[src/nis_pkg.sv]
`timescale 1ns / 1ps
// Shared types and constants for the nibble image stretch block.
// Used by every module under src; depends on nothing.
package nis_pkg;

  localparam int STORE_BYTES = 8192;
  localparam int STORE_AW    = $clog2(STORE_BYTES);
  localparam int FRAC_BITS   = 7;
  localparam int STEP_W      = 16;
  localparam int QUEUE_DEPTH = 4;
  localparam int QUEUE_AW    = $clog2(QUEUE_DEPTH);

  localparam logic MODE_LOAD  = 1'b0;
  localparam logic MODE_FETCH = 1'b1;

  typedef enum logic [2:0] {
    REG_SRC_W     = 3'd0,
    REG_SRC_H     = 3'd1,
    REG_DST_W     = 3'd2,
    REG_DST_H     = 3'd3,
    REG_REMAP_EN  = 3'd4,
    REG_REMAP_TBL = 3'd5
  } reg_idx_t;

  typedef struct packed {
    logic [7:0]        src_w;
    logic [7:0]        src_h;
    logic [7:0]        dst_w;
    logic [7:0]        dst_h;
    logic              remap_en;
    logic [63:0]       remap_tbl;
    logic [STEP_W-1:0] hstep;
    logic [STEP_W-1:0] vstep;
  } cfg_t;

  typedef struct packed {
    logic                is_fetch;
    logic [STORE_AW-1:0] addr;
    logic [7:0]          data;
    logic [6:0]          row;
    logic [5:0]          col;
  } item_t;

endpackage

[src/nis_front.sv]
`timescale 1ns / 1ps
// Front end: takes input beats, drops fetches outside the destination image.
// Uses nis_pkg.
module nis_front (
  input  logic                          in_valid,
  output logic                          in_stall,
  input  logic                          in_mode,
  input  logic [12:0]                   in_load_address,
  input  logic [7:0]                    in_load_data,
  input  logic [6:0]                    in_dest_row,
  input  logic [5:0]                    in_dest_column,
  input  nis_pkg::cfg_t                 cfg,
  input  logic                          cfg_busy,
  input  logic                          q_full,
  output logic                          q_push,
  output nis_pkg::item_t                q_item
);
  import nis_pkg::*;

  logic [8:0] dst_half;
  logic       in_image;
  logic       keep;

  always_comb begin
    dst_half = ({1'b0, cfg.dst_w} + 9'd1) >> 1;
    in_image = ({1'b0, in_dest_row} < cfg.dst_h) && ({3'b0, in_dest_column} < dst_half);
    keep     = (in_mode == MODE_LOAD) || in_image;
    in_stall = q_full || cfg_busy;
    q_push   = in_valid && !in_stall && keep;
    q_item.is_fetch = (in_mode == MODE_FETCH);
    q_item.addr     = STORE_AW'(in_load_address);
    q_item.data     = in_load_data;
    q_item.row      = in_dest_row;
    q_item.col      = in_dest_column;
  end

endmodule

[config.mk]
export PLATFORM = sky130hd
export DESIGN_NAME = nis_front
export DESIGN_NICKNAME = d
export VERILOG_FILES = /design/src/nis_pkg.sv /design/src/nis_front.sv
export SDC_FILE = /design/constraint.sdc
export NUM_CORES = 1
export LEC_CHECK = 0
export ABC_AREA = 1
export ABC_CLOCK_PERIOD_IN_PS = 2260
export BUFFER_PORTS_ARGS = -buffer_cell sky130_fd_sc_hd__buf_4
export CAP_MARGIN = 20
export CORE_AREA = 2 2 78 80
export DETAILED_ROUTE_END_ITERATION = 8
export DIE_AREA = 0 0 80 82
export GPL_TIMING_DRIVEN = 0
export SYNTH_ARGS = -nofsm -noshare
export SYNTH_HDL_FRONTEND = slang
export SYNTH_SLANG_ARGS = --single-unit
[constraint.sdc]
create_clock -name vclk -period 2.26
set_input_delay 0 -clock vclk [all_inputs]
set_output_delay 0 -clock vclk [all_outputs]
set_load 0.05 [all_outputs]
==> implementation parameters <==
Parameter                              Value

Worst setup path
  Worst path arrival time ... 1670 ps
  Biggest fanout along the worst timing path ... 2
  Kind of critical path ... in -> out
  Buf/Inv on CP ... 3
  Critical path depth ... 16
  Most prevalent standard cell on the critical path ... sky130_fd_sc_hd__nand2_1
  Critical path capture point type ... output port
  Largest stage delay on the critical path ... 270 ps
  Worst path cell trace ... buf_4 -> ha_1 -> nand2_2 -> nor2_4 -> xnor2_1 -> ha_1 -> nand2_1 -> inv_2 -> nand2_1 -> nand2_1 -> nand2_1 -> nand2_2 -> nand2_1 -> nand2_1 -> a21oi_2 -> buf_4
  Data required time at the worst endpoint ... 2260 ps
  Family with the most delay on the worst path ... simple AND/OR/NAND/NOR gates
  Slowest stage cell on the critical path ... sky130_fd_sc_hd__ha_1
  Crit path to ... q_push
  Kind of launch point of the worst setup path ... primary input
  Timing startpoint of the critical path ... cfg[105]

Clocking
  Buffers inserted during post-CTS setup optimization ... 0
  Post-cts gate resize count ... 0
  Number of hold buffers added after cts ... 0

Timing
  Hold Fails Final Rpt ... 0
  Setup-failing EPs final ... 0
  Setup Total Neg Slack ... 0 ps
  Normalized max-slew margin ... 86.3%
  Actual slew at the worst max-slew pin ... 204 ps
  Fmax ... 0.599 GHz
  Crit share post-route ... 73.9%
  Max Slew Vio Count ... 0
  Minimum clock period after layout ... 1670 ps
  Unrepaired setup endpoints after global routing ... no

Final layout
  Storage cell area ... 0 sq um
  Final cell utilization of the core ... 23.4%
  Most frequent standard cell in the layout excluding fill and tap cells ... sky130_fd_sc_hd__buf_4
  Area growth from synthesis to layout ... 85.5%
  Number of clock-tree buffers in the layout ... 0
  Seq_cells ... 0
  Fraction of layout cells with a size suffix above 1 ... 65.2%
  Count of nets after finishing ... 362
  Highest-count cells in the layout ignoring fill and taps ... sky130_fd_sc_hd__buf_4, sky130_fd_sc_hd__nand2_1, sky130_fd_sc_hd__inv_1, sky130_fd_sc_hd__ha_1, sky130_fd_sc_hd__inv_2
  Number of inserted diodes ... 0
  Design Area, Final ... 0.00134 sq mm

Yosys
  Biggest area consumer among synthesized cells ... sky130_fd_sc_hd__buf_4
  Leading cell types by total area after synthesis ... sky130_fd_sc_hd__buf_4, sky130_fd_sc_hd__ha_1, sky130_fd_sc_hd__nand2_1
  Proportion of synthesized chip area in sequential cells ... 0%
  Count of distinct cell types in the synthesized netlist ... 17
  Post-synthesis area per instance ... 6.53 sq um
  Number of nets produced by synthesis ... 290
  Synthesized instance count ... 111
  Top-area cell type share of the netlist area ... 36.3%
  Yosys warning total ... 0
  Post-Synthesis Cell Area ... 724 sq um

Detailed routing
  WL per Instance ... 8.64 microns
  First DRT Iteration DRCs ... 10
  Count of vias placed by the detailed router ... 818
  Average vias per placed instance ... 3.20
  Post-route ant nets ... 0
  Pre-antenna DRT Iters ... 2
  Number of design rule violations left after detail routing ... 0
  Detailed-route wire length ... 2210 microns

Place
  Half-perimeter wire length after placement ... 2090 microns
  Total placed instance area ... 0.00134 sq mm
  Final weighted congestion in routability-driven placement ... 0.702
  Count of buffers inserted at the top-level ports ... 70

Power and ir drop
  Leakage power ... 0.786 nW
  Largest vdd supply drop ... 0.0000881 V
  Pwr per Cell Area ... 260 mW/mm^2

Global route
  Vias in the first global route ... 726
  Total routing resource utilization after global routing ... 6.10%
  Number of antenna violations at the first check in global routing ... 0
  Wire length of the first global-routing pass ... 3190 microns
  Largest net degree at the start of global routing ... 4
  GRT Residual Overflow ... 0

Floorplanning
  Effective utilization at floorplan ... 12.6%
  Overall die area ... 0.00656 sq mm
  Die span in x ... 80 microns
  Cell Rows ... 28
  I/O pin count ... 204
  Area of the core ... 0.00575 sq mm
  Die span in y ... 82 microns

Flow run
  Number of max-cap violations ... 0

Hold path
  Hold depth ... 2
  Path class of the lowest-slack min-delay path ... in -> out

Status
  Run status ... completed
==> metal layers <==
layer / wire (microns) / global-route usage [%] / vias up
met5: 0 / 0 / -
met4: 0 / 0 / 0
met3: 282 / 1.76 / 0
met2: 961 / 10.0 / 52
met1: 969 / 8.44 / 319
li1: - / - / 447
==> how the worst min path moves through the flow <==
stage	slack [ps]	end	startpoint
detailed placement	260	q_item[33]	in_load_address[12]
finish	250	q_item[33]	in_load_address[12]
global placement	250	q_item[20]	in_load_data[7]
CTS	260	q_item[33]	in_load_address[12]
floorplan	150	q_push	in_mode
global route	260	q_item[13]	in_load_data[0]
==> logic make-up after synthesis <==
group	count (synthesis)	share of synthesized area, %
simple gates	32	20.6
buf+inv	54	46.1
compound gates	8	6.56
fa+ha+maj	12	20.7
xor+xnor	5	6.05
==> synthesized netlist by cell type <==
library cell / n
sky130_fd_sc_hd__buf_4: 35
sky130_fd_sc_hd__nand2_1: 22
sky130_fd_sc_hd__inv_1: 13
sky130_fd_sc_hd__ha_1: 12
sky130_fd_sc_hd__inv_2: 6
sky130_fd_sc_hd__a21oi_1: 4
sky130_fd_sc_hd__nand3_1: 3
sky130_fd_sc_hd__xnor2_1: 3
sky130_fd_sc_hd__a21oi_2: 2
sky130_fd_sc_hd__nand2_2: 2
sky130_fd_sc_hd__nor2_1: 2
sky130_fd_sc_hd__xor2_1: 2
sky130_fd_sc_hd__nand3_2: 1
sky130_fd_sc_hd__nor2_4: 1
sky130_fd_sc_hd__nor3_2: 1
sky130_fd_sc_hd__o21ai_0: 1
sky130_fd_sc_hd__o21ai_1: 1
==> layout make-up <==
| class | instances | area (sq um) |
|---|---|---|
| multi-input cells | 57 | 390 |
| plain buffers | 35 | 263 |
| fillers | 640 | 4400 |
| inverters | 19 | 71.3 |
| well taps | 75 | 93.8 |
| repair buffers | 70 | 526 |
==> power by group <==
part	switching [W]	internal [W]
clock	0	0
sequential	0	0
combinational	0.000201	0.000149
==> metrics by stage <==
step | instances | hold WS, ps | setup WS [ps] | total power (W)
finish | 256 | 254 | 590 | 0.000349
global route | 256 | 256 | 380 | 0.000381
CTS | 256 | 255 | 542 | 0.000354
detailed placement | 256 | 255 | 552 | 0.000353
global placement | 256 | 255 | 595 | 0.000349
floorplan | 111 | 150 | 606 | 0.000236
Note: power is estimated with default switching activity, not from simulation.
