**src/nis_pkg.sv**
```systemverilog
`timescale 1ns / 1ps
// Shared types and constants for the nibble image stretch block.
// Used by every module under src; depends on nothing.
package nis_pkg;

  localparam int STORE_BYTES = 8192;
  localparam int STORE_AW    = $clog2(STORE_BYTES);
  localparam int FRAC_BITS   = 7;
  localparam int STEP_W      = 16;
  localparam int QUEUE_DEPTH = 4;
  localparam int QUEUE_AW    = $clog2(QUEUE_DEPTH);

  localparam logic MODE_LOAD  = 1'b0;
  localparam logic MODE_FETCH = 1'b1;

  typedef enum logic [2:0] {
    REG_SRC_W     = 3'd0,
    REG_SRC_H     = 3'd1,
    REG_DST_W     = 3'd2,
    REG_DST_H     = 3'd3,
    REG_REMAP_EN  = 3'd4,
    REG_REMAP_TBL = 3'd5
  } reg_idx_t;

  typedef struct packed {
    logic [7:0]        src_w;
    logic [7:0]        src_h;
    logic [7:0]        dst_w;
    logic [7:0]        dst_h;
    logic              remap_en;
    logic [63:0]       remap_tbl;
    logic [STEP_W-1:0] hstep;
    logic [STEP_W-1:0] vstep;
  } cfg_t;

  typedef struct packed {
    logic                is_fetch;
    logic [STORE_AW-1:0] addr;
    logic [7:0]          data;
    logic [6:0]          row;
    logic [5:0]          col;
  } item_t;

endpackage

```
**src/nis_queue.sv**
```systemverilog
`timescale 1ns / 1ps
// Short FIFO between the front end and the back end pipeline.
// Uses nis_pkg.
module nis_queue (
  input  logic           clk,
  input  logic           rst_n,
  input  logic           push,
  input  nis_pkg::item_t push_item,
  input  logic           pop,
  output nis_pkg::item_t pop_item,
  output logic           full,
  output logic           valid
);
  import nis_pkg::*;

  item_t               slot_r [QUEUE_DEPTH];
  logic [QUEUE_AW-1:0] wr_ptr_r, rd_ptr_r;
  logic [QUEUE_AW:0]   cnt_r;

  always_ff @(posedge clk) begin
    if (!rst_n) begin
      wr_ptr_r <= '0;
      rd_ptr_r <= '0;
      cnt_r    <= '0;
    end else begin
      if (push) wr_ptr_r <= wr_ptr_r + 1'b1;
      if (pop)  rd_ptr_r <= rd_ptr_r + 1'b1;
      cnt_r <= cnt_r + (QUEUE_AW+1)'(push) - (QUEUE_AW+1)'(pop);
    end
    if (push) slot_r[wr_ptr_r] <= push_item;
  end

  assign pop_item = slot_r[rd_ptr_r];
  assign full     = (cnt_r == (QUEUE_AW+1)'(QUEUE_DEPTH));
  assign valid    = (cnt_r != '0);

endmodule

```
**config.mk**
```make
export PLATFORM = sky130hd
export DESIGN_NAME = nis_queue
export DESIGN_NICKNAME = d
export VERILOG_FILES = /design/src/nis_pkg.sv /design/src/nis_queue.sv
export SDC_FILE = /design/constraint.sdc
export NUM_CORES = 1
export LEC_CHECK = 0
export BUFFER_PORTS_ARGS = -buffer_cell sky130_fd_sc_hd__buf_2
export CAP_MARGIN = 20
export CORE_MARGIN = 10
export CORE_UTILIZATION = 51
export DETAILED_ROUTE_END_ITERATION = 7
export PLACE_DENSITY_LB_ADDON = 0.05
export SLEW_MARGIN = 10
export SYNTH_ARGS = -nofsm -noshare
export SYNTH_HDL_FRONTEND = slang
export SYNTH_SLANG_ARGS = --single-unit
```
**constraint.sdc**
```tcl
create_clock -name clk -period 1.85 [get_ports clk]
set_clock_uncertainty 0.05 [all_clocks]
set_input_delay 0.0925 -clock clk [delete_from_list [all_inputs] [get_ports clk]]
set_output_delay 0.0925 -clock clk [all_outputs]
set_load 0.05 [all_outputs]
```
==> run_results.csv <==
group,metric,value,unit
sta,report.final.slew_viol_count,0,
global_route,antenna_found_initial,0,
sta,max_slew.worst_pin.slew,444,ps
placement,portBuffers,75,
sta,fin_crit,2050,ps
cells_and_area,layout-drive-gt1-share,43.0,%
drt,drtPass1Iterations,4,
placement,hpwl,6.11,mm
global_route,gr-total-overflow,0,
sta,setup_slack,-201,ps
pwr,seq_power_share,44.7,%
pwr,power_leakage,0.00262,µW
synth,synth.area.mux_share,14.7,%
drt,antenna_left,0,
synth,synth_compound_area_share,0.271,%
clock_network,cts_tree,"built",
cells_and_area,fin_nets,412,
clock_network,cts.sinks,149,
placement,gp_congestion,0.669,
pwr,power.switching,2160,µW
drt,drc_errors,0,
placement,pre_cts_ws,74.8,ps
setup_path,end_kind,"output port",
sta,fmax,0.487,GHz
setup_path,crit_type,"flip-flop to output port",
clock_network,numCtsBuffers,17,
synth,yosysWarnings,0,
floorplanning,die_w,124,µm
clock_network,ctsRootBufferMaster,"clkbuf_8",
floorplanning,start_util,51.6,%
floorplanning,core_area,10700,µm²
drt,num_vias,2684,
pwr,power.density,1190,nW/µm²
setup_path,critPathArrivalTime,1910,ps
floorplanning,die_area,15400,µm²
setup_path,ff2ff_setup_slack,220,ps
synth,synth_area,5550,µm²
placement,place_area,6160,µm²
synth,synth-seq-cells,149,
synth,syn_avg_cell_area,24.5,µm²
flow_run,cap_violations,0,
synth,synthAdderAreaFrac,1.71,%
hold_path,holdCritPathClass,"primary input to flip-flop",
drt,wl,10.2,mm
hold_path,min_to,"slot_r[2][1]",
pwr,p_int,6650,µW
synth,synth_xor_area_share,0.744,%
synth,synth_nets,272,
cells_and_area,design_area,7410,µm²
synth,yosysSeqAreaShare,79.0,%
setup_path,critical_path_required,1710,ps
synth,synth-simple-area-share,1.38,%
run_status,status,"finished, violations left",
pwr,sw_frac_of_total,24.5,%
run_status,violations,"setup timing",
sta,finalCritPeriodShare,111,%
global_route,grt_pass1_wl,16.2,mm
pwr,ir_worst_vdd,1.46,mV
drt,drtIter0Drc,250,
hold_path,hp-start,"push_item[1]",
floorplanning,rows,38,
setup_path,r2r_cells,7,
hold_path,whs_path_depth,2,
clock_network,cts_max_level,4,
setup_path,startpoint_type,"flip-flop",
clock_network,clkTransAtPathRegs,60,ps
drt,routed_via_density,5.17,
global_route,grtUsageTotal,13.5,%
setup_path,r2r_end,"cnt_r[2]",
synth,netlist-cell-type-count,21,
drt,wl_per_cell,19.7,µm
sta,hold_viol,0,
floorplanning,die_y,124,µm
cells_and_area,n_fill_cell,687,
cells_and_area,syn_to_final_growth,33.5,%
cells_and_area,diodes,0,
clock_network,cts_buffer_depth,2,
pwr,power_frac_comb,16.3,%
setup_path,crit_fanout,6,
synth,syn_inst,226,
global_route,grt_pass1_vias,2971,
pwr,pwr-share-clk,39.0,%
synth,synth_top_family_by_area,"multiplexers",
sta,setup_viol_count_final,35,
clock_network,clock_latency,530,ps
sta,rsz0062_at_grt,"true",
sta,timing.slew.headroom,70.4,%
setup_path,r2r_start,"cnt_r[0]",
global_route,grt_max_degree,35,
floorplanning,io_pins,76,
[Yosys cell counts, drive strengths merged]
cell,instances,share of area [%]
ha,6,1.4
edfxtp,140,76
a21bo,1,0.18
mux2i,1,0.18
fa,1,0.36
inv,7,0.47
and2,6,0.68
mux4,35,15
a21oi,1,0.090
nor2,5,0.34
clkbuf,1,0.090
xnor2,2,0.32
dfxtp,9,3.2
and3,1,0.11
or3,1,0.11
xor3,1,0.43
buf,7,1.6
nand3b,1,0.14
[per-layer routing]
| layer | routed length, µm | share of wire [%] | GRT usage (%) | up-vias |
|---|---|---|---|---|
| li1 | - | - | - | 1224 |
| met1 | 4270 | 42 | 15.8 | 1382 |
| met2 | 5330 | 52 | 22.3 | 70 |
| met3 | 534 | 5.2 | 5.32 | 8 |
| met4 | 63 | 0.62 | 4.52 | 0 |
| met5 | 0 | 0 | 0 | - |
[worst max-delay path by stage]
stage,end,from,slack [ps]
5_1_grt,pop_item[10],flip-flop,-250
4_1_cts,pop_item[10],flip-flop,-230
3_5_place_dp,cnt_r[2],cnt_r[0],70
2_1_floorplan,slot_r[2][0],wr_ptr_r[0],6
3_3_place_gp,cnt_r[2],cnt_r[0],110
6_report,pop_item[15],flip-flop,-200
[what timing repair did]
action                     in CTS  in global routing
setup endpoints to repair      35                 36
setup buffers                   3                  1
gates resized for setup        62                  9
cloned                          1                  1
pin swaps                       0                  1
hold buffers                   38                  0
hold endpoints to repair      151                  0
[metrics by stage]
| stage | hold slack (ps) | utilization, % | setup TNS [ps] | cells | power, µW |
|---|---|---|---|---|---|
| after floorplan | 141 | - | 0 | 226 | 4890 |
| after global placement | 255 | 57.3 | 0 | 444 | 5190 |
| after detailed placement | 258 | 57.3 | 0 | 444 | 5210 |
| after CTS | 239 | 68.7 | -6720 | 518 | 8880 |
| after global routing | 253 | 68.9 | -7060 | 519 | 9110 |
| final | 259 | 68.9 | -4930 | 519 | 8810 |
[cell type report]
cell class | count | area (µm²) | area share (%)
multi-input combinational | 62 | 1030 | 14.0
timing repair buffer | 129 | 1180 | 15.9
clock buffer | 17 | 414 | 5.59
clock inverter | 15 | 188 | 2.53
tap | 140 | 175 | 2.36
sequential | 149 | 4390 | 59.3
inverter | 7 | 26.3 | 0.355
[state kept, by name, summed over array words and instances (netlist names), named ones only]
register  flops
cnt_r         3
rd_ptr_r      2
slot_r      140
wr_ptr_r      2
[cells by family (layout without fill, tap and decap cells)]
logic type               after synthesis  count (layout)
buffers and inverters                 15             168
adder cells (fa/ha/maj)                7               7
flip-flops                           149             149
AO/OA/AOI/OAI                          2               2
multiplexers                          36              36
AND/OR/NAND/NOR                       14              14
XOR/XNOR                               3               3
[worst max-delay path, stage by stage (launching register included)]
cell and delay [ps]:
dfxtp_4 420, buf_12 130, clkbuf_16 140, mux4_2 510
buf_6 170
[power groups by stage]
stage	sequential, µW	clock [µW]	combinational (µW)
detailed placement	4010	0	1200
global placement	4000	0	1190
CTS	3940	3500	1430
finish	3940	3440	1430
global route	3950	3630	1520
floorplan	3980	0	904
[cell usage in the layout, fill, tap and decap left out, types with 2 or more instances in the layout]
cell type / n
and2_1: 2
and2_2: 4
buf_12: 7
buf_2: 40
buf_4: 16
buf_6: 25
buf_8: 2
bufinv_16: 4
clkbuf_16: 17
clkinv_2: 5
clkinvlp_4: 4
dfxtp_1: 7
dfxtp_4: 2
dlygate4sd3_1: 38
edfxtp_1: 140
ha_1: 6
inv_1: 7
mux4_2: 34
nor2_1: 5
xnor2_1: 2
Power figures use the tool's default switching activity.
