$ cat src/nis_pkg.sv
`timescale 1ns / 1ps
// Shared types and constants for the nibble image stretch block.
// Used by every module under src; depends on nothing.
package nis_pkg;

  localparam int STORE_BYTES = 8192;
  localparam int STORE_AW    = $clog2(STORE_BYTES);
  localparam int FRAC_BITS   = 7;
  localparam int STEP_W      = 16;
  localparam int QUEUE_DEPTH = 4;
  localparam int QUEUE_AW    = $clog2(QUEUE_DEPTH);

  localparam logic MODE_LOAD  = 1'b0;
  localparam logic MODE_FETCH = 1'b1;

  typedef enum logic [2:0] {
    REG_SRC_W     = 3'd0,
    REG_SRC_H     = 3'd1,
    REG_DST_W     = 3'd2,
    REG_DST_H     = 3'd3,
    REG_REMAP_EN  = 3'd4,
    REG_REMAP_TBL = 3'd5
  } reg_idx_t;

  typedef struct packed {
    logic [7:0]        src_w;
    logic [7:0]        src_h;
    logic [7:0]        dst_w;
    logic [7:0]        dst_h;
    logic              remap_en;
    logic [63:0]       remap_tbl;
    logic [STEP_W-1:0] hstep;
    logic [STEP_W-1:0] vstep;
  } cfg_t;

  typedef struct packed {
    logic                is_fetch;
    logic [STORE_AW-1:0] addr;
    logic [7:0]          data;
    logic [6:0]          row;
    logic [5:0]          col;
  } item_t;

endpackage

$ cat src/nis_div.sv
`timescale 1ns / 1ps
// Restoring divider, one quotient bit per cycle: (src << 7) / den.
// Uses nis_pkg.
module nis_div (
  input  logic                      clk,
  input  logic                      rst_n,
  input  logic                      start,
  input  logic [7:0]                src,
  input  logic [7:0]                den,
  output logic                      busy,
  output logic [nis_pkg::STEP_W-1:0] quo
);
  import nis_pkg::*;

  localparam int NUM_W = 8 + FRAC_BITS;

  logic [7:0]       rem_r, rem_nxt;
  logic [NUM_W-1:0] quo_r, quo_nxt;
  logic [3:0]       cnt_r, cnt_nxt;
  logic             busy_r, busy_nxt;
  logic [8:0]       shifted;
  logic [8:0]       diff;
  logic             fits;

  always_comb begin
    shifted  = {rem_r, quo_r[NUM_W-1]};
    fits     = shifted >= {1'b0, den};
    diff     = shifted - {1'b0, den};
    rem_nxt  = rem_r;
    quo_nxt  = quo_r;
    cnt_nxt  = cnt_r;
    busy_nxt = busy_r;
    if (start) begin
      rem_nxt  = 8'd0;
      quo_nxt  = {src, {FRAC_BITS{1'b0}}};
      cnt_nxt  = 4'(NUM_W);
      busy_nxt = 1'b1;
    end else if (busy_r) begin
      rem_nxt = fits ? diff[7:0] : shifted[7:0];
      quo_nxt = {quo_r[NUM_W-2:0], fits};
      cnt_nxt = cnt_r - 4'd1;
      if (cnt_r == 4'd1) busy_nxt = 1'b0;
    end
  end

  always_ff @(posedge clk) begin
    if (!rst_n) begin
      busy_r <= 1'b0;
      cnt_r  <= 4'd0;
    end else begin
      busy_r <= busy_nxt;
      cnt_r  <= cnt_nxt;
    end
    rem_r <= rem_nxt;
    quo_r <= quo_nxt;
  end

  assign busy = busy_r;
  // zero divisor gives a zero step
  assign quo  = (den == 8'd0) ? '0 : STEP_W'(quo_r);

endmodule

$ cat src/nis_cfg.sv
`timescale 1ns / 1ps
// Configuration registers and the step computation for both axes.
// Uses nis_pkg and nis_div.
module nis_cfg (
  input  logic          clk,
  input  logic          rst_n,
  input  logic          cfg_valid,
  output logic          cfg_ready,
  input  logic [2:0]    cfg_index,
  input  logic [63:0]   cfg_data,
  output nis_pkg::cfg_t cfg,
  output logic          busy
);
  import nis_pkg::*;

  logic [7:0]  src_w_r, src_h_r, dst_w_r, dst_h_r;
  logic        remap_en_r;
  logic [63:0] remap_tbl_r;
  logic        start_r;
  logic        wr;
  logic        hbusy, vbusy;
  logic [STEP_W-1:0] hstep, vstep;

  assign cfg_ready = !busy;
  assign wr        = cfg_valid && cfg_ready;

  always_ff @(posedge clk) begin
    if (!rst_n) begin
      src_w_r     <= 8'd128;
      src_h_r     <= 8'd128;
      dst_w_r     <= 8'd128;
      dst_h_r     <= 8'd128;
      remap_en_r  <= 1'b0;
      remap_tbl_r <= 64'd0;
      start_r     <= 1'b1;
    end else begin
      // any write, even to an unused index, reruns the step division
      start_r <= wr;
      if (wr) begin
        case (reg_idx_t'(cfg_index))
          REG_SRC_W:     src_w_r     <= cfg_data[7:0];
          REG_SRC_H:     src_h_r     <= cfg_data[7:0];
          REG_DST_W:     dst_w_r     <= cfg_data[7:0];
          REG_DST_H:     dst_h_r     <= cfg_data[7:0];
          REG_REMAP_EN:  remap_en_r  <= cfg_data[0];
          REG_REMAP_TBL: remap_tbl_r <= cfg_data;
          default: ;
        endcase
      end
    end
  end

  nis_div u_hdiv (
    .clk(clk), .rst_n(rst_n), .start(start_r), .src(src_w_r), .den(dst_w_r),
    .busy(hbusy), .quo(hstep)
  );

  nis_div u_vdiv (
    .clk(clk), .rst_n(rst_n), .start(start_r), .src(src_h_r), .den(dst_h_r),
    .busy(vbusy), .quo(vstep)
  );

  assign busy = start_r || hbusy || vbusy;

  always_comb begin
    cfg.src_w     = src_w_r;
    cfg.src_h     = src_h_r;
    cfg.dst_w     = dst_w_r;
    cfg.dst_h     = dst_h_r;
    cfg.remap_en  = remap_en_r;
    cfg.remap_tbl = remap_tbl_r;
    cfg.hstep     = hstep;
    cfg.vstep     = vstep;
  end

endmodule

$ cat config.mk
export PLATFORM = sky130hd
export DESIGN_NAME = nis_cfg
export DESIGN_NICKNAME = d
export VERILOG_FILES = /design/src/nis_pkg.sv /design/src/nis_div.sv /design/src/nis_cfg.sv
export SDC_FILE = /design/constraint.sdc
export NUM_CORES = 1
export LEC_CHECK = 0
export BUFFER_PORTS_ARGS = -buffer_cell sky130_fd_sc_hd__buf_2
export CAP_MARGIN = 5
export CORE_MARGIN = 2
export CORE_UTILIZATION = 52
export DETAILED_ROUTE_END_ITERATION = 10
export PLACE_DENSITY_LB_ADDON = 0.25
export SKIP_CTS_REPAIR_TIMING = 1
export SYNTH_ARGS = -nofsm -noshare
export SYNTH_HDL_FRONTEND = slang
export SYNTH_SLANG_ARGS = --single-unit
$ cat constraint.sdc
create_clock -name clk -period 3.1 [get_ports clk]
set_input_delay 0.31 -clock clk [delete_from_list [all_inputs] [get_ports clk]]
set_output_delay 0.31 -clock clk [all_outputs]
set_load 0.02 [all_outputs]
==> flow_summary_export.csv, run 1 <==
group,metric,value,unit
final_layout,nFillCells,1078,
worst_setup_path,critPathMaxFanout,6,
min_path,hp-start,"cfg_data[48]",
yosys,synth-main-ff-cell,"dfxtp_1",
worst_setup_path,reg2reg_from,"dst_w_r[3]",
yosys,yosysWarnings,0,
worst_setup_path,arrival,2.94,ns
routing,drtIter0Drc,439,
clocking,clock_path_buffers,2,
timing,fmaxAchievable,381,MHz
clocking,clkTransAtPathRegs,0.06,ns
worst_setup_path,crit_path_start_kind,"flip-flop",
clocking,clock_sinks,154,
clocking,cts_tree,"built",
global_routing,grt_usage,0.232,
floorplan,die_w,120,um
final_layout,drive_gt1_frac,0.259,
pwr,p_per_area,560,nW/um^2
global_routing,grt_pass1_wl,26.7,mm
yosys,synth.distinct_cells,50,
floorplan,die_area,14400,sq um
timing,skew,0.00718,ns
placed_design,io_buffers,198,
floorplan,io_pins,201,
clocking,cts_root_buf,"clkbuf_16",
timing,finalSetupViolCount,0,
pwr,ir_worst_vdd,447,uV
placed_design,place_hpwl,11.7,mm
clocking,clkLatencyLatePin,0.41,ns
global_routing,overflow,0,
placed_design,post-place-ws,0.524,ns
global_routing,grt_antenna_before_repair,0,
final_layout,areaGrowthSynthToFinish,25.3,%
timing,fin_crit,2.62,ns
timing,worst_pin_slew,0.888,ns
yosys,synth_edf_count,16,
yosys,syn_inst,778,
clocking,numCtsBuffers,17,
yosys,async_flop_share,0,
timing,finalHoldViolCount,0,
floorplan,rows,42,
global_routing,grt_max_degree,65,
timing,period_share,0.846,
timing,slew_headroom,0.408,
min_path,worstHoldEndpoint,"remap_tbl_r[48]",
routing,wl,16.7,mm
routing,wl_per_cell,14.6,um
yosys,synth_area_leaders,"dfxtp_1, nand2_1, mux2i_1",
global_routing,grt_pass1_vias,5469,
final_layout,nNetsFinal,1047,
routing,drc_errors,0,
job,drv_cap,0,
timing,tns,0,ns
pwr,leakage,3.91,nW
yosys,synth_top_area_cell,"dfxtp_1",
min_path,hold_class,"primary input to flip-flop",
placed_design,gp_congestion,0.961,
worst_setup_path,cp-end-kind,"flip-flop",
final_layout,antenna_cells,0,
floorplan,die_y,120,um
routing,firstDrtPassIters,5,
worst_setup_path,critPathKind,"flip-flop to flip-flop",
worst_setup_path,cp.required,3.42,ns
yosys,post-synth-top-area-fraction,0.393,
yosys,ys_seq_elements,154,
run_status,outcome,"complete, no violations",
yosys,avgSynthCellArea,9.03,sq um
routing,post_drt_via_cell_ratio,5.11,
routing,postRouteAntennaNets,0,
timing,fin_ws,0.478,ns
timing,slew_violations,0,
min_path,hold_path_depth,3,
yosys,synthesis.area,7020,sq um
timing,rsz0062_at_grt,"no",
clocking,h-tree-depth,4,
yosys,seq_area_frac_synth,0.462,
worst_setup_path,r2r_end,"u_hdiv.rem_r[0]",
worst_setup_path,reg2regPathDepth,8,
floorplan,initial_core_util,0.532,
floorplan,coreArea,13200,sq um
worst_setup_path,r2r_slack,0.48,ns
routing,num_vias,5836,
[state kept, by name, indices dropped and copies added, names as in the netlist]
register,flops
remap_tbl_r,64
src_w_r,8
u_hdiv.quo_r,15
u_hdiv.rem_r,8
start_r,1
u_vdiv.rem_r,8
u_vdiv.busy,1
remap_en_r,1
u_vdiv.cnt_r,4
src_h_r,8
u_hdiv.cnt_r,4
dst_h_r,8
u_hdiv.busy,1
dst_w_r,8
u_vdiv.quo_r,15
[cell families after synthesis]
kind of cell	synth area share
simple gates	0.201
flops	0.462
compound gates	0.148
buf+inv	0.0456
mux	0.0818
fa+ha+maj	0.0413
xor+xnor	0.0200
other cells	0.000534
[worst max-delay path: stages (launching register included)]
cell      delay, ns
dfxtp_1        0.36
inv_1          0.06
ha_1           0.37
a21o_1         0.20
a21oi_1        0.19
o31ai_1        0.15
o41ai_2        0.60
mux2_2         0.40
a211oi_1       0.21
[how the worst max path moves through the flow]
stage                    start               to  slack, ns  depth (start not counted)
floorplan           dst_w_r[3]  u_hdiv.rem_r[0]       0.78                          8
global placement    dst_w_r[3]  u_hdiv.rem_r[0]       0.56                          8
detailed placement  dst_w_r[3]  u_hdiv.rem_r[0]       0.52                          8
CTS                 dst_w_r[3]  u_hdiv.rem_r[0]       0.49                          8
global route        dst_w_r[3]  u_hdiv.rem_r[7]       0.28                          9
finish              dst_w_r[3]  u_hdiv.rem_r[0]       0.48                          8
[cell usage after synthesis, drive strengths merged (6+ instances only)]
master  instances
xnor2          10
a21oi          16
a22o            7
mux2i          54
nand2b         10
o21ai          21
xor2            6
buf            20
clkbuf         30
a21boi         64
o21a           10
nand2         171
edfxtp         16
nor2b          36
ha             20
nor2           37
and2           28
dfxtp         138
a211oi         10
inv            27
[stage by stage]
step,cells,total power [W],area [sq um],utilization,hold slack (ns)
after floorplan,779,0.00250,7030,-,0.435
after global routing,1143,0.00511,8800,0.667,0.140
after global placement,1112,0.00265,8130,0.616,0.446
after CTS,1143,0.00496,8800,0.667,0.133
final,1143,0.00493,8800,0.667,0.143
after detailed placement,1112,0.00266,8130,0.616,0.453
[final cells by class]
type	count	area [sq um]	share of cell area
clock buffers	21	482	0.0548
clock inverters	10	185	0.0210
inverters	27	101	0.0115
multi-input cells	548	3470	0.394
flip-flops and latches	154	3240	0.369
well taps	176	220	0.0250
repair buffers	207	1100	0.125
[layout by cell type (no fill, tap or decap), types with 2 or more instances in the layout]
cell / netlist / routed
nand3_1: 4 / 3
clkbuf_8: 0 / 2
conb_1: 1 / 2
o21a_1: 10 / 10
ha_1: 20 / 20
xor2_1: 6 / 6
o31a_1: 3 / 3
clkinv_2: 0 / 2
nor3b_1: 2 / 2
mux2_2: 3 / 3
a21boi_0: 64 / 64
a22o_1: 7 / 7
buf_4: 5 / 6
xnor2_1: 10 / 10
inv_6: 0 / 2
and2_1: 28 / 28
buf_12: 0 / 3
mux2i_1: 54 / 54
a21o_1: 4 / 4
buf_2: 10 / 198
a21oi_1: 16 / 16
bufinv_16: 0 / 5
nor2_1: 37 / 37
o21ai_0: 21 / 21
inv_1: 27 / 27
nor4_1: 4 / 4
o31ai_1: 3 / 3
or3_1: 2 / 2
nand2_1: 171 / 171
fa_1: 2 / 2
a211oi_1: 10 / 10
nand2b_1: 10 / 10
nor2b_1: 36 / 36
nor4b_1: 2 / 2
clkbuf_16: 0 / 18
dfxtp_1: 138 / 137
edfxtp_1: 16 / 16
[per-layer routing]
| metal | GRT usage | share of wire | vias up |
|---|---|---|---|
| li1 | - | - | 2948 |
| met2 | 0.377 | 0.46 | 203 |
| met3 | 0.0811 | 0.083 | 15 |
| met5 | 0 | 0 | - |
| met1 | 0.296 | 0.45 | 2670 |
| met4 | 0.0603 | 0.011 | 0 |
[power by group]
part | switching [W] | total, W | internal, W | leakage (nW)
logic | 0.000279 | 0.000499 | 0.000219 | 2.29
clock network | 0.000793 | 0.00231 | 0.00152 | 0.325
registers | 0.0000478 | 0.00212 | 0.00207 | 1.29
total | 0.00112 | 0.00493 | 0.00381 | 3.91
Note: power is estimated with default switching activity, not from simulation.
==> run 2, diff against run 1 <==
clock period = 2.75 ns   (was 3.1 ns; I/O delays follow)
==> run 2 against run 1 <==
Sequential share of layout area increased by 0.16 points. Sequential power increased by 13%. Power increased by 9.6%. Clock skew increased by 0.0016 ns. Critical endpoint is now u_hdiv.rem_r[4]. Largest cell class unchanged. Critical path depth increased by 1. Via count increased by 0.58%. Global-route usage increased by 0.96 points. Worst setup slack got worse by 0.15 ns.
==> flow_summary_export.csv, run 2 (synthesis results as in run 1) <==
group,metric,value,unit
global_routing,use_met3,0.0934,
job,drv_cap,0,
routing,post_drt_via_cell_ratio,5.12,
routing,drtIter0Drc,359,
worst_setup_path,critPathMaxFanout,10,
routing,postRouteAntennaNets,0,
worst_setup_path,slowest_delay,0.38,ns
global_routing,grt_antenna_before_repair,0,
global_routing,grt_pass1_vias,5621,
placed_design,io_buffers,198,
final_layout,nFillCells,1139,
global_routing,met1_usage,0.303,
timing,tns,0,ns
timing,skew,0.00874,ns
routing,wl_per_cell,14.8,um
worst_setup_path,worst-path-buf-inv,2,
final_layout,regMostFlops,"remap_tbl_r",
floorplan,rows,42,
global_routing,grt_usage,0.242,
final_layout,biggestRegsByFlops,"remap_tbl_r x64, u_hdiv.quo_r x15, u_vdiv.quo_r x15",
global_routing,met2_usage,0.390,
timing,slew_headroom,0.482,
final_layout,antenna_cells,0,
final_layout,areaGrowthSynthToFinish,24.8,%
pwr,p_per_area,617,nW/um^2
final_layout,mostFrequentLayoutCell,"buf_2",
worst_setup_path,critPathKind,"flip-flop to flip-flop",
worst_setup_path,crit_path_start_kind,"flip-flop",
routing,num_vias,5870,
timing,finalHoldViolCount,0,
final_layout,nNetsFinal,1049,
min_path,hold_class,"primary input to flip-flop",
pwr,ir_worst_vdd,397,uV
clocking,numCtsBuffers,17,
final_layout,largest_reg_flops,64,
floorplan,die_w,120,um
worst_setup_path,cp-end-kind,"flip-flop",
timing,fmaxAchievable,412,MHz
worst_setup_path,cp.required,3.04,ns
worst_setup_path,worstPathCellList,"inv_1, ha_1, a21o_1, a21oi_1, o31ai_1, o41ai_2, buf_4, mux2i_1, a211oi_1",
global_routing,overflow,0,
floorplan,die_area,14400,sq um
timing,finalSetupViolCount,0,
timing,fin_ws,0.325,ns
clocking,cts_tree,"built",
timing,fin_crit,2.43,ns
clocking,h-tree-depth,4,
final_layout,final_util,0.664,
routing,firstDrtPassIters,7,
timing,rsz0062_at_grt,"no",
routing,wl,16.9,mm
clocking,clkTransAtPathRegs,0.06,ns
clocking,clock_path_buffers,2,
routing,drc_errors,0,
final_layout,final_cell_mix,"buf_2, nand2_1, dfxtp_1",
clocking,clock_sinks,154,
global_routing,grt_pass1_wl,27.6,mm
floorplan,coreArea,13200,sq um
pwr,leakage,3.90,nW
worst_setup_path,cpMaxStageDelayCell,"o41ai_2",
global_routing,grt_max_degree,65,
clocking,clkLatencyLatePin,0.43,ns
floorplan,initial_core_util,0.532,
timing,period_share,0.882,
placed_design,place_hpwl,11.9,mm
run_status,outcome,"complete, no violations",
global_routing,busiest_layer,"met2",
clocking,cts_root_buf,"clkbuf_16",
floorplan,io_pins,201,
placed_design,dp.cells,1114,
worst_setup_path,critical-path-top-delay-family,"compound AO/OA/AOI/OAI gates",
worst_setup_path,arrival,2.71,ns
timing,worst_pin_slew,0.775,ns
final_layout,final_cell_count_no_fill,1146,
placed_design,post-place-ws,0.361,ns
final_layout,drive_gt1_frac,0.259,
timing,slew_violations,0,
floorplan,die_y,120,um
placed_design,gp_congestion,0.954,
## run 2: worst reg2reg max path: stages (launching register included)
cell and delay, ns:
dfxtp_1 0.36, inv_1 0.06, ha_1 0.36, a21o_1 0.21, a21oi_1 0.21, o31ai_1 0.15
o41ai_2 0.38, buf_4 0.26, mux2i_1 0.22, a211oi_1 0.09
## run 2: power breakdown
| part | internal, W | leakage (nW) | switching, W |
|---|---|---|---|
| Clock | 0.00157 | 0.312 | 0.000876 |
| Combinational | 0.000249 | 2.30 | 0.000315 |
| Sequential | 0.00234 | 1.29 | 0.0000543 |
## run 2: path summary, 6_finish.rpt
path | slack (ns) | startpoint | cells past startpoint | end
setup / recovery | 0.32 | dst_w_r[3] | 9 | u_hdiv.rem_r[4]
setup reg to reg | 0.32 | dst_w_r[3] | 9 | u_hdiv.rem_r[4]
hold / removal | 0.09 | cfg_data[16] | 3 | remap_tbl_r[16]
hold reg to reg | 0.46 | remap_tbl_r[48] | 2 | remap_tbl_r[48]
## run 2: area by class of cell
type / count / area, sq um / area share
Clock buffer: 25 / 517 / 0.0590
Clock inverter: 7 / 110 / 0.0126
Inverter: 27 / 101 / 0.0116
Multi-Input combinational cell: 548 / 3470 / 0.396
Sequential cell: 154 / 3240 / 0.370
Tap cell: 176 / 220 / 0.0251
Timing Repair Buffer: 209 / 1100 / 0.125
## run 2: stage by stage
step                hold WS [ns]  power [W]  area [sq um]
floorplan                  0.400    0.00282          7030
global placement           0.447    0.00299          8130
detailed placement         0.455    0.00300          8130
CTS                       0.0755    0.00544          8760
global route              0.0848    0.00561          8760
finish                    0.0902    0.00540          8760
## run 2: layer usage
metal / up-vias / part of all wire
li1: 2954 / -
met5: - / 0
met3: 16 / 0.076
met1: 2715 / 0.44
met4: 0 / 0.012
met2: 185 / 0.47
==> run 3, diff against run 2 <==
GPL_ROUTABILITY_DRIVEN = 0   (was not set)
HOLD_SLACK_MARGIN = 0.15   (was not set)
RECOVER_POWER = 100   (was not set)
==> run 3 against run 2 <==
Non-clock buffer count increased by 54. Cell count rose by 4.7%. Clock power barely moved. Clock skew increased by 0.0015 ns. Sequential share of layout area down 1.5 points. Sequential cell count stayed put. Worst setup slack worse by 0.080 ns. Clock-buffer cell count unchanged. Cell area increased by 4.1%. Power up 1.3%. Utilization increased by 2.7 points. Register-to-register slack worse by 0.08 ns. Largest cell class unchanged.
==> flow_summary_export.csv, run 3 (synthesis results as in run 1) <==
group,metric,value,unit
global_routing,overflow,0,
worst_setup_path,cp-end-kind,"flip-flop",
routing,post_drt_via_cell_ratio,5.14,
global_routing,met1_usage,0.303,
clocking,clock_sinks,154,
floorplan,initial_core_util,0.532,
worst_setup_path,arrival,2.81,ns
clocking,numCtsBuffers,17,
placed_design,post-place-ws,0.361,ns
final_layout,largest_reg_flops,64,
worst_setup_path,worstPathCellList,"or4b_1, or2_0, nor3b_1, clkbuf_1, mux2i_1, nor2b_1",
pwr,ir_worst_vdd,403,uV
final_layout,final_cell_count_no_fill,1200,
timing,fmaxAchievable,399,MHz
final_layout,final_cell_mix,"nand2_1, dfxtp_1, clkbuf_1",
worst_setup_path,critPathKind,"flip-flop to flip-flop",
timing,worst_pin_slew,1.31,ns
worst_setup_path,slowest_delay,0.59,ns
global_routing,grt_pass1_vias,5621,
timing,rsz0062_at_grt,"no",
global_routing,grt_antenna_before_repair,0,
global_routing,grt_max_degree,65,
pwr,power.switching,0.00127,W
pwr,share_comb_of_total_power,0.113,
routing,wl,18.7,mm
pwr,p_per_area,600,nW/um^2
clocking,cts_root_buf,"clkbuf_16",
timing,finalSetupViolCount,0,
worst_setup_path,worst-path-buf-inv,1,
pwr,total_power,0.00547,W
floorplan,coreArea,13200,sq um
routing,wl_per_cell,15.5,um
global_routing,grt_pass1_wl,27.6,mm
floorplan,io_pins,201,
global_routing,busiest_layer,"met2",
run_status,outcome,"complete, no violations",
final_layout,mostFrequentLayoutCell,"nand2_1",
final_layout,nFillCells,1111,
clocking,clock_path_buffers,2,
final_layout,nNetsFinal,1103,
routing,drtIter0Drc,405,
job,drv_cap,0,
floorplan,die_y,120,um
clocking,h-tree-depth,4,
routing,postRouteAntennaNets,0,
worst_setup_path,crit_path_start_kind,"flip-flop",
final_layout,drive_gt1_frac,0.121,
floorplan,rows,42,
final_layout,regMostFlops,"remap_tbl_r",
timing,skew,0.0102,ns
timing,fin_crit,2.51,ns
routing,firstDrtPassIters,4,
final_layout,biggestRegsByFlops,"remap_tbl_r x64, u_hdiv.quo_r x15, u_vdiv.quo_r x15",
pwr,pwr-share-clk,0.450,
timing,finalHoldViolCount,0,
floorplan,die_area,14400,sq um
worst_setup_path,critical-path-top-delay-family,"simple AND/OR/NAND/NOR gates",
clocking,clkTransAtPathRegs,0.06,ns
final_layout,areaGrowthSynthToFinish,29.9,%
clocking,clkLatencyLatePin,0.43,ns
routing,num_vias,6166,
min_path,hold_class,"primary input to flip-flop",
timing,tns,0,ns
global_routing,grt_usage,0.242,
timing,fin_ws,0.245,ns
placed_design,dp.cells,1114,
clocking,cts_tree,"built",
pwr,p_int,0.00420,W
pwr,leakage,3.59,nW
timing,slew_headroom,0.126,
pwr,seqPwrFrac,0.437,
final_layout,antenna_cells,0,
worst_setup_path,cpMaxStageDelayCell,"or4b_1",
placed_design,place_hpwl,11.9,mm
worst_setup_path,critPathMaxFanout,36,
placed_design,io_buffers,198,
worst_setup_path,cp.required,3.06,ns
global_routing,use_met3,0.0934,
timing,slew_violations,0,
floorplan,die_w,120,um
routing,drc_errors,0,
pwr,switching_share,0.233,
timing,period_share,0.911,
global_routing,met2_usage,0.390,
==> run 3: changes by cell type in the layout (fill, tap and decap cells not counted), moves of 2 or more <==
cell	before	now
dlygate4sd3_1	0	54
and2_0	0	6
and2_1	28	22
buf_2	198	76
clkbuf_2	0	2
buf_4	9	4
clkbuf_1	3	128
==> run 3: worst paths after layout <==
check	start	end	slack [ns]	depth (start not counted)
worst max register to register	start_r	src_h_r[3]	0.24	6
worst min register to register	remap_tbl_r[60]	remap_tbl_r[60]	0.46	2
worst min-delay path	cfg_data[29]	remap_tbl_r[29]	0.13	3
worst max-delay path	start_r	src_h_r[3]	0.24	6
==> run 3: cell type report <==
class                      count  area [sq um]  share of cell area
inverter                      27           101              0.0111
timing repair buffer         263          1470               0.161
tap                          176           220              0.0241
clock buffer                  25           517              0.0567
clock inverter                 7           110              0.0121
sequential                   154          3240               0.356
multi-input combinational    548          3460               0.379
==> run 3: routing by layer <==
metal	up-vias	part of all wire
met3	18	0.077
li1	3059	-
met1	2878	0.43
met5	-	0
met4	0	0.012
met2	211	0.48
==> run 3: power by group through the flow <==
stage	Combinational (W)	Sequential (W)	Clock, W
finish	0.000618	0.00239	0.00246
global route	0.000682	0.00240	0.00259
CTS	0.000566	0.00239	0.00249
detailed placement	0.000563	0.00244	0
global placement	0.000557	0.00244	0
floorplan	0.000395	0.00243	0
==> run 3: worst register-to-register path, delay by kind of cell (launching register included) <==
kind,cells,cell delay [ns]
DFF,1,0.48
and+or+nand+nor,4,1.15
buffers and inverters,1,0.50
muxes,1,0.27
==> run 3: per-stage QoR <==
step | hold slack [ns] | utilization | instance area [sq um]
3_5_place_dp | 0.455 | 0.617 | 8130
4_1_cts | 0.0755 | 0.664 | 8760
3_3_place_gp | 0.447 | 0.617 | 8130
2_1_floorplan | 0.400 | - | 7030
6_report | 0.132 | 0.691 | 9120
5_1_grt | 0.144 | 0.691 | 9120
